===== config.mk =====
export PLATFORM = sky130hd
export DESIGN_NAME = pixel_linear_convert_saturate_top
export DESIGN_NICKNAME = d
export VERILOG_FILES = /design/src/rtl/core/plcs_pkg.sv /design/src/rtl/core/pixel_linear_convert_saturate_top.sv
export SDC_FILE = /design/constraint.sdc
export NUM_CORES = 2
export LEC_CHECK = 0
export BUFFER_PORTS_ARGS = -buffer_cell sky130_fd_sc_hd__buf_2
export CAP_MARGIN = 20
export CORE_MARGIN = 8
export CORE_UTILIZATION = 55
export DETAILED_ROUTE_END_ITERATION = 6
export PLACE_DENSITY = 0.79
export REMOVE_ABC_BUFFERS = 1
export SYNTH_ARGS = -nofsm -noshare
export SYNTH_HDL_FRONTEND = slang
export SYNTH_SLANG_ARGS = --single-unit

===== constraint.sdc =====
create_clock -name clk -period 13 [get_ports clk]
set_input_delay 0 -clock clk [delete_from_list [all_inputs] [get_ports clk]]
set_output_delay 0 -clock clk [all_outputs]
set_load 0.1 [all_outputs]

===== src/rtl/core/plcs_pkg.sv =====
// Shared types, codes and helper functions for the pixel linear convert block.
// Depends on nothing; every file of the block imports it.
`default_nettype none

package plcs_pkg;

    // Pixel format codes, used for both the source and the destination.
    typedef enum logic [2:0] {
        FMT_BIT = 3'd0,
        FMT_U8  = 3'd1,
        FMT_S8  = 3'd2,
        FMT_S16 = 3'd3,
        FMT_S32 = 3'd4
    } fmt_t;

    // Register indexes on the configuration port (byte address is 8 * index).
    typedef enum logic [1:0] {
        REG_SRC_FMT = 2'd0,
        REG_DST_FMT = 2'd1,
        REG_GAIN    = 2'd2,
        REG_OFFSET  = 2'd3
    } reg_idx_t;

    localparam int unsigned APB_ADDR_W = 5;
    localparam int unsigned APB_DATA_W = 64;
    localparam int unsigned FRAC_W     = 16;

    localparam logic [2:0]         SRC_FMT_RESET = 3'd1;
    localparam logic [2:0]         DST_FMT_RESET = 3'd1;
    localparam logic signed [31:0] GAIN_RESET    = 32'sd65536;
    localparam logic signed [47:0] OFFSET_RESET  = 48'sd0;

    typedef struct packed {
        logic signed [31:0] pixel;
        logic               last_of_image;
    } pix_word_t;

    typedef struct packed {
        logic signed [31:0] value;
        logic               clipped;
        logic               image_clipped;
        logic               last;
    } res_word_t;

    // Reads the low bits of a raw pixel as the given source format.
    function automatic logic signed [31:0] read_source(input logic [2:0] fmt,
                                                       input logic [31:0] raw);
        logic signed [31:0] p;
        begin
            case (fmt)
                FMT_BIT: p = {31'd0, raw[0]};
                FMT_U8:  p = {24'd0, raw[7:0]};
                FMT_S8:  p = {{24{raw[7]}}, raw[7:0]};
                FMT_S16: p = {{16{raw[15]}}, raw[15:0]};
                default: p = raw;
            endcase
            return p;
        end
    endfunction

    // Lowest value of the destination format.
    function automatic logic signed [31:0] dest_lo(input logic [2:0] fmt);
        logic signed [31:0] v;
        begin
            case (fmt)
                FMT_BIT: v = 32'sd0;
                FMT_U8:  v = 32'sd0;
                FMT_S8:  v = -32'sd128;
                FMT_S16: v = -32'sd32768;
                default: v = 32'sh8000_0000;
            endcase
            return v;
        end
    endfunction

    // Highest value of the destination format.
    function automatic logic signed [31:0] dest_hi(input logic [2:0] fmt);
        logic signed [31:0] v;
        begin
            case (fmt)
                FMT_BIT: v = 32'sd1;
                FMT_U8:  v = 32'sd255;
                FMT_S8:  v = 32'sd127;
                FMT_S16: v = 32'sd32767;
                default: v = 32'sh7FFF_FFFF;
            endcase
            return v;
        end
    endfunction

endpackage

`default_nettype wire


===== src/rtl/core/pixel_linear_convert_saturate_top.sv =====
// Top level of the pixel linear convert block: configuration registers and
// the four-stage conversion pipeline. Depends on plcs_pkg.
`default_nettype none

// This block converts a stream of pixels, one word per clock unless stalled, from
// a source format to a destination format as value * gain + offset, with gain in
// signed Q16.16 and offset in signed Q32.16. The exact result is rounded to
// the nearest integer with ties to even and saturated to the destination
// range; a word is flagged as clipped when its exact value, before rounding,
// lies outside that range. A sticky image flag collects the clips of the
// current image and is cleared after the word marked as last of its image.
// The pipeline accepts a new pixel every clock while pix_stall is low; one stage
// registers the pixel, one holds the 32 by 32 product, one holds the sum with
// the offset, and the result register holds the rounded, saturated word. Each
// stage moves on whenever the stage after it is empty or moving, so the input
// keeps flowing while a finished result waits for the receiver, and pix_stall
// rises only when all four stages are full. Registers are written over an
// APB-style port at byte addresses 0 (source format), 8 (destination format),
// 16 (gain) and 24 (offset), 64 bits wide; they are meant to change only while
// the block is empty. The unused format codes 5 to 7 act as signed 32-bit.
module pixel_linear_convert_saturate_top (
    input  wire logic                            clk,
    input  wire logic                            rst_n,
    // Configuration port
    input  wire logic                            psel,
    input  wire logic                            penable,
    input  wire logic                            pwrite,
    input  wire logic [plcs_pkg::APB_ADDR_W-1:0] paddr,
    input  wire logic [plcs_pkg::APB_DATA_W-1:0] pwdata,
    output logic      [plcs_pkg::APB_DATA_W-1:0] prdata,
    output logic                                 pready,
    // Pixel input channel
    input  wire logic                            pix_valid,
    output logic                                 pix_stall,
    input  wire plcs_pkg::pix_word_t             pix,
    // Result output channel
    output logic                                 res_valid,
    input  wire logic                            res_stall,
    output plcs_pkg::res_word_t                  res
);
    import plcs_pkg::*;

    // Configuration registers.
    logic [2:0]         src_fmt_reg;
    logic [2:0]         dst_fmt_reg;
    logic signed [31:0] gain_reg;
    logic signed [47:0] offset_reg;
    logic               cfg_wr;
    reg_idx_t           cfg_idx;

    // Pipeline registers.
    logic               v1_reg;
    pix_word_t          raw_reg;
    logic               v2_reg;
    logic signed [63:0] prod_reg;
    logic               last2_reg;
    logic               v3_reg;
    logic signed [63:0] sum_reg;
    logic               last3_reg;
    logic               ovld_reg;
    res_word_t          res_reg;
    logic               clip_seen_reg;
    logic               clip_seen_next;

    // Stage advance enables.
    logic adv1;
    logic adv2;
    logic adv3;
    logic adv_o;

    // Datapath signals.
    logic signed [31:0] src_val;
    logic signed [63:0] prod_next;
    logic signed [63:0] sum_next;
    logic signed [31:0] lo;
    logic signed [31:0] hi;
    logic signed [63:0] lo_fx;
    logic signed [63:0] hi_fx;
    logic               clip_lo;
    logic               clip_hi;
    logic [47:0]        q;
    logic [15:0]        frac;
    logic               round_up;
    logic [47:0]        q_rnd;
    res_word_t          res_next;

    // ---------------------------------------------------------------------
    // Configuration port. pready is always high, so a write completes in
    // its access cycle.
    // ---------------------------------------------------------------------
    assign pready  = 1'b1;
    assign cfg_wr  = psel && penable && pwrite;
    assign cfg_idx = reg_idx_t'(paddr[APB_ADDR_W-1:3]);

    always_ff @(posedge clk or negedge rst_n)
    begin
        if (!rst_n)
        begin
            src_fmt_reg <= SRC_FMT_RESET;
            dst_fmt_reg <= DST_FMT_RESET;
            gain_reg    <= GAIN_RESET;
            offset_reg  <= OFFSET_RESET;
        end
        else if (cfg_wr)
        begin
            case (cfg_idx)
                REG_SRC_FMT: src_fmt_reg <= pwdata[2:0];
                REG_DST_FMT: dst_fmt_reg <= pwdata[2:0];
                REG_GAIN:    gain_reg    <= pwdata[31:0];
                REG_OFFSET:  offset_reg  <= pwdata[47:0];
                default:     ;
            endcase
        end
    end

    always_comb
    begin
        case (cfg_idx)
            REG_SRC_FMT: prdata = {61'd0, src_fmt_reg};
            REG_DST_FMT: prdata = {61'd0, dst_fmt_reg};
            REG_GAIN:    prdata = {32'd0, gain_reg};
            REG_OFFSET:  prdata = {16'd0, offset_reg};
            default:     prdata = '0;
        endcase
    end

    // ---------------------------------------------------------------------
    // Flow control. A stage loads when it is empty or its contents move on.
    // ---------------------------------------------------------------------
    assign adv_o     = !ovld_reg || !res_stall;
    assign adv3      = !v3_reg || adv_o;
    assign adv2      = !v2_reg || adv3;
    assign adv1      = !v1_reg || adv2;
    assign pix_stall = !adv1;

    // ---------------------------------------------------------------------
    // Datapath. Stage 1 reads the source format and multiplies by the gain,
    // stage 2 adds the offset, stage 3 clips, rounds and saturates.
    // ---------------------------------------------------------------------
    assign src_val   = read_source(src_fmt_reg, raw_reg.pixel);
    assign prod_next = 64'(src_val) * 64'(gain_reg);
    assign sum_next  = prod_reg + 64'(offset_reg);

    assign lo    = dest_lo(dst_fmt_reg);
    assign hi    = dest_hi(dst_fmt_reg);
    assign lo_fx = {{16{lo[31]}}, lo, 16'h0000};
    assign hi_fx = {{16{hi[31]}}, hi, 16'h0000};

    // The clip test looks at the exact value, before any rounding.
    assign clip_lo = sum_reg < lo_fx;
    assign clip_hi = sum_reg > hi_fx;

    // Round half to even on the 16 fraction bits.
    assign q        = sum_reg[63:FRAC_W];
    assign frac     = sum_reg[FRAC_W-1:0];
    assign round_up = (frac > 16'h8000) || ((frac == 16'h8000) && q[0]);
    assign q_rnd    = q + {47'd0, round_up};

    always_comb
    begin
        res_next.clipped       = clip_lo || clip_hi;
        res_next.image_clipped = clip_lo || clip_hi || clip_seen_reg;
        res_next.last          = last3_reg;
        if (clip_lo)
        begin
            res_next.value = lo;
        end
        else if (clip_hi)
        begin
            res_next.value = hi;
        end
        else
        begin
            res_next.value = q_rnd[31:0];
        end
        clip_seen_next = last3_reg ? 1'b0 : res_next.image_clipped;
    end

    // Valid bits and the sticky clip flag.
    always_ff @(posedge clk or negedge rst_n)
    begin
        if (!rst_n)
        begin
            v1_reg        <= 1'b0;
            v2_reg        <= 1'b0;
            v3_reg        <= 1'b0;
            ovld_reg      <= 1'b0;
            clip_seen_reg <= 1'b0;
        end
        else
        begin
            if (adv1)
            begin
                v1_reg <= pix_valid;
            end
            if (adv2)
            begin
                v2_reg <= v1_reg;
            end
            if (adv3)
            begin
                v3_reg <= v2_reg;
            end
            if (adv_o)
            begin
                ovld_reg <= v3_reg;
                if (v3_reg)
                begin
                    clip_seen_reg <= clip_seen_next;
                end
            end
        end
    end

    // Payload registers.
    always_ff @(posedge clk)
    begin
        if (adv1)
        begin
            raw_reg <= pix;
        end
        if (adv2)
        begin
            prod_reg  <= prod_next;
            last2_reg <= raw_reg.last_of_image;
        end
        if (adv3)
        begin
            sum_reg   <= sum_next;
            last3_reg <= last2_reg;
        end
        if (adv_o)
        begin
            res_reg <= res_next;
        end
    end

    assign res_valid = ovld_reg;
    assign res       = res_reg;

    // ---------------------------------------------------------------------
    // Assertions.
    // ---------------------------------------------------------------------

    // A clipped word always carries the image flag.
    a_clip_implies_image: assert property (@(posedge clk) disable iff (!rst_n)
        (res_valid && res.clipped) |-> res.image_clipped)
        else $error("clipped word without image_clipped");

    // While the last word of an image waits, the sticky flag is already clear.
    a_last_clears_sticky: assert property (@(posedge clk) disable iff (!rst_n)
        (res_valid && res.last) |-> !clip_seen_reg)
        else $error("sticky clip flag not cleared after last word");

    // The input is held back only when every stage is occupied.
    a_stall_only_full: assert property (@(posedge clk) disable iff (!rst_n)
        pix_stall |-> (v1_reg && v2_reg && v3_reg && ovld_reg))
        else $error("input stalled with an empty pipeline stage");

    // A word that leaves stage 3 while the output moves shows up as a result.
    a_stage3_to_out: assert property (@(posedge clk) disable iff (!rst_n)
        (v3_reg && adv_o) |=> res_valid)
        else $error("result lost between stage 3 and the output register");

endmodule

`default_nettype wire

==> flow_results.org <==
** Synthesis
- Async SR Flop Fraction :: roughly a third
- Top cells by area in the synthesized netlist :: sky130_fd_sc_hd__fa_1 (42%), sky130_fd_sc_hd__edfxtp_1 (11%), sky130_fd_sc_hd__ha_1 (7.6%)
- The most used flip-flop cell after synthesis is sky130_fd_sc_hd__edfxtp_1.
- The synthesized design contains 198 enable-type register cells.
- Averaged over all synthesized cells, the footprint is 9.87 um^2.
- Post-synthesis cell count :: 5,290
- Synth Cell Area :: 52,200 um^2
- Post-synthesis register bit count :: 289
- Summed over its instances, the top area cell type makes up 41.5% of the synthesized netlist area.
- Sequential area share after synthesis :: 15.8%
- Library cell occupying the most area in the post-synthesis netlist :: sky130_fd_sc_hd__fa_1
- The commonest cells after synthesis are sky130_fd_sc_hd__fa_1 (1,083), sky130_fd_sc_hd__inv_1 (1,037), sky130_fd_sc_hd__nand2_1 (748).
- Yosys cell types :: 85
- Dominant cell by count in the synthesized netlist :: sky130_fd_sc_hd__fa_1
- Number of warnings issued by yosys :: 0

** Global route
- Number of antenna violations at the first check in global routing :: 2
- The number of global-route vias before repair is 42,200.
- GRT Util Overall :: about 28%
- Entering global routing, the biggest net connects 76 pins.
- Global route total overflow :: 0
- The first global-routing pass estimated 230,000 um of wire.

** Layout
- In the final layout, the share of cells above drive strength 1 is 8.47%.
- Area growth, synth to finish :: 7.59%
- Once layout is complete, the utilization of the core stands at 59.4%.
- Multi-input gate area in the final layout :: 39,100 um^2
- Fillcell total :: 7,646
- The sequential cells in the finished layout cover a total of 8250 um^2.
- # nets final :: 6,892

** Detailed routing
- After detailed routing, the average wire length per cell comes to ~22 um.
- Using the TritonRoute via totals, the vias-per-cell ratio works out to 5.75.
- Total iterations of the first detailed-routing run :: 6
- Routed WL :: 144,000 um
- The routed layout has 38,400 vias.
- DRT iter0 DRCs :: 3,194
- DRC violation count after routing :: 0
- The count of nets left with antenna violations once routing finished came out at 0.

** Critical path
- In this run the critical register-to-register path is launched from src_fmt_reg[2]$_DFFE_PN0P_.
- The worst register-to-register path has a depth of 29.
- The worst setup path is captured at a flip-flop.
- Maximum net fanout on the critical path :: 20
- Flop-to-flop setup slack :: around 2200 ps
- Arr. time, crit path :: 11,140 ps
- Worst reg2reg path endpoint :: prod_reg[60]$_DFFE_PP_
- CP Class :: flip-flop to flip-flop
- Critical path's slowest cell :: sky130_fd_sc_hd__nor3b_1
- Worst Path Required :: between 10,000 and 15,000 ps
- The worst setup path is launched from a flip-flop.
- Cell type with the highest occurrence count on the critical path :: sky130_fd_sc_hd__fa_1
- In this design, the stage delay of the slowest critical-path cell is 890 ps.

** Die
- Die Y :: 324 um
- The floorplan step defined a die boundary enclosing 105,000 um^2.
- The initial utilization of the core area, before any placement, comes to 55.2%.
- Standard cell core area :: 94,600 um^2
- For this design the top-level I/O count stands at 211.
- Horiz. Die Dim :: 324 um
- Number of placement rows :: 113

** Worst hold path
- Worst hold path depth :: 2
- The min-delay analysis places its worst path in the category input port to flip-flop.
- Hold worst-path end :: raw_reg[10]$_DFFE_PN_
- Source of the worst hold timing path :: pix[10]

** Clock network
- Insertion delay of the later-clocked pin in the worst-skew pair :: 660 ps
- After clock tree synthesis, the flow added hold-fix buffers numbering 85.
- TritonCTS built the clock tree.
- The clock passes through at most 3 buffers.
- The root buffer cell chosen for the clock tree is sky130_fd_sc_hd__clkbuf_16.
- CTS built an H-tree with a depth of 1.
- Clock tree synthesis found a total of 289 sinks.
- Number of buffers inserted to repair setup after CTS :: 0
- Number of buffers added by the clock tree synthesis step :: 31
- Clock-pin slew was measured on the worst setup and hold paths at about 100 ps.
- Gates resized during post-CTS repair numbered 0.

** Timing
- Portion of the clock cycle consumed by the worst path in the final layout :: 83.1%
- On the final layout, the worst clock skew is 74.4 ps.
- Count of pins over their slew limit :: 0
- PnR worst setup slack :: 2200 ps
- At the pin with the least slew margin, the transition time is 1140 ps.
- Setup repair after global routing left no endpoint under its margin.
- Endpoints failing setup :: 0
- For the final routed database, the setup TNS stands at 0 ps.
- In this run the tightest slew margin relative to its limit is 23.9%.
- Peak Freq :: 92.6 MHz
- Time the final worst path needs with I/O delays and setup :: about 11,000 ps
- The final number of hold-violating endpoints is 0.

** Placed design
- Setup slack after placement :: 2360 ps
- Routability-driven placement finished with a final weighted congestion of roughly 0.96.
- Detailed placement finished with a half-perimeter wire length of 110,000 um.
- The count of buffers added on input and output ports is roughly 170.

** Outcome
- The run finished with clean final reports.

** Flow run
- Across the run, the number of max-cap violations was 0.
layout by cell type (no fill, tap or decap), types with 53 or more instances in the layout:
cell,netlist,routed
sky130_fd_sc_hd__fa_1,1083,1083
sky130_fd_sc_hd__inv_1,1037,1036
sky130_fd_sc_hd__nand2_1,748,747
sky130_fd_sc_hd__and2_1,356,356
sky130_fd_sc_hd__ha_1,319,319
sky130_fd_sc_hd__edfxtp_1,198,198
sky130_fd_sc_hd__buf_2,7,173
sky130_fd_sc_hd__a21oi_1,157,139
sky130_fd_sc_hd__nor2_1,112,111
sky130_fd_sc_hd__xnor2_1,109,109
sky130_fd_sc_hd__a21o_1,107,107
sky130_fd_sc_hd__mux2_2,86,86
sky130_fd_sc_hd__o21ai_0,85,85
sky130_fd_sc_hd__dlygate4sd3_1,0,85
sky130_fd_sc_hd__dfrtp_1,88,73
sky130_fd_sc_hd__buf_4,17,66
sky130_fd_sc_hd__xor2_1,53,53
logic make-up (layout without fill, tap and decap cells):
group / Yosys count / count (layout) / synth area share, %
and+or+nand+nor: 1453 / 1453 / 13.2
xor gates and xnor gates: 162 / 162 / 2.72
other: 2 / 21 / 0.0144
muxes: 118 / 118 / 2.54
AOI/OAI and AO/OA: 544 / 544 / 6.98
adders and majority gates: 1402 / 1402 / 49.2
buffers and inverters: 1320 / 1421 / 9.63
DFF: 289 / 289 / 15.8
metrics by stage:
stage	hold slack [ps]	std cells	area, um^2
after detailed placement	-97.2	6528	54300
after global placement	-101	6527	54200
final	40.8	6675	56200
after floorplan	-296	5023	51100
after global routing	38.5	6671	56200
after CTS	37.6	6671	56200
routing by layer:
metal  share of wire, %  GRT usage, %  routed length, um  vias to the layer above
met5               0.13          1.20                194                        -
met4                5.0          11.6               7220                        4
met3                 12          8.55              16600                      479
met2                 46          46.1              66900                     1995
met1                 37          34.5              53400                    19500
li1                   -             -                  -                    16400
worst max-delay path, delay by kind of cell (launching register included):
family / cells / cell delay, ps
flops: 1 / 560
compound gates: 9 / 3150
fa+ha+maj: 9 / 4460
simple gates: 4 / 1500
xor+xnor: 1 / 140
buf+inv: 6 / 660
worst max path at each step:
stage	startpoint	end	cells after the start
finish	src_fmt_reg[2]$_DFFE_PN0P_	prod_reg[60]$_DFFE_PP_	29
CTS	src_fmt_reg[0]$_DFFE_PN1P_	prod_reg[63]$_DFFE_PP_	28
detailed placement	src_fmt_reg[0]$_DFFE_PN1P_	prod_reg[63]$_DFFE_PP_	28
global route	src_fmt_reg[0]$_DFFE_PN1P_	prod_reg[62]$_DFFE_PP_	27
floorplan	src_fmt_reg[0]$_DFFE_PN1P_	prod_reg[63]$_DFFE_PP_	27
global placement	src_fmt_reg[0]$_DFFE_PN1P_	prod_reg[63]$_DFFE_PP_	28
area by class of cell:
| cell class | instances | share of cell area, % |
|---|---|---|
| Antenna cell | 4 | 0.0178 |
| Clock buffer | 34 | 1.42 |
| Clock inverter | 24 | 0.492 |
| Inverter | 1038 | 6.93 |
| Multi-Input combinational cell | 3696 | 69.7 |
| Sequential cell | 289 | 14.7 |
| Tap cell | 1265 | 2.82 |
| Timing Repair Buffer | 325 | 3.99 |
Power is not shown: default switching activity piles up to over one toggle a cycle in this logic, so the estimate is an artifact.
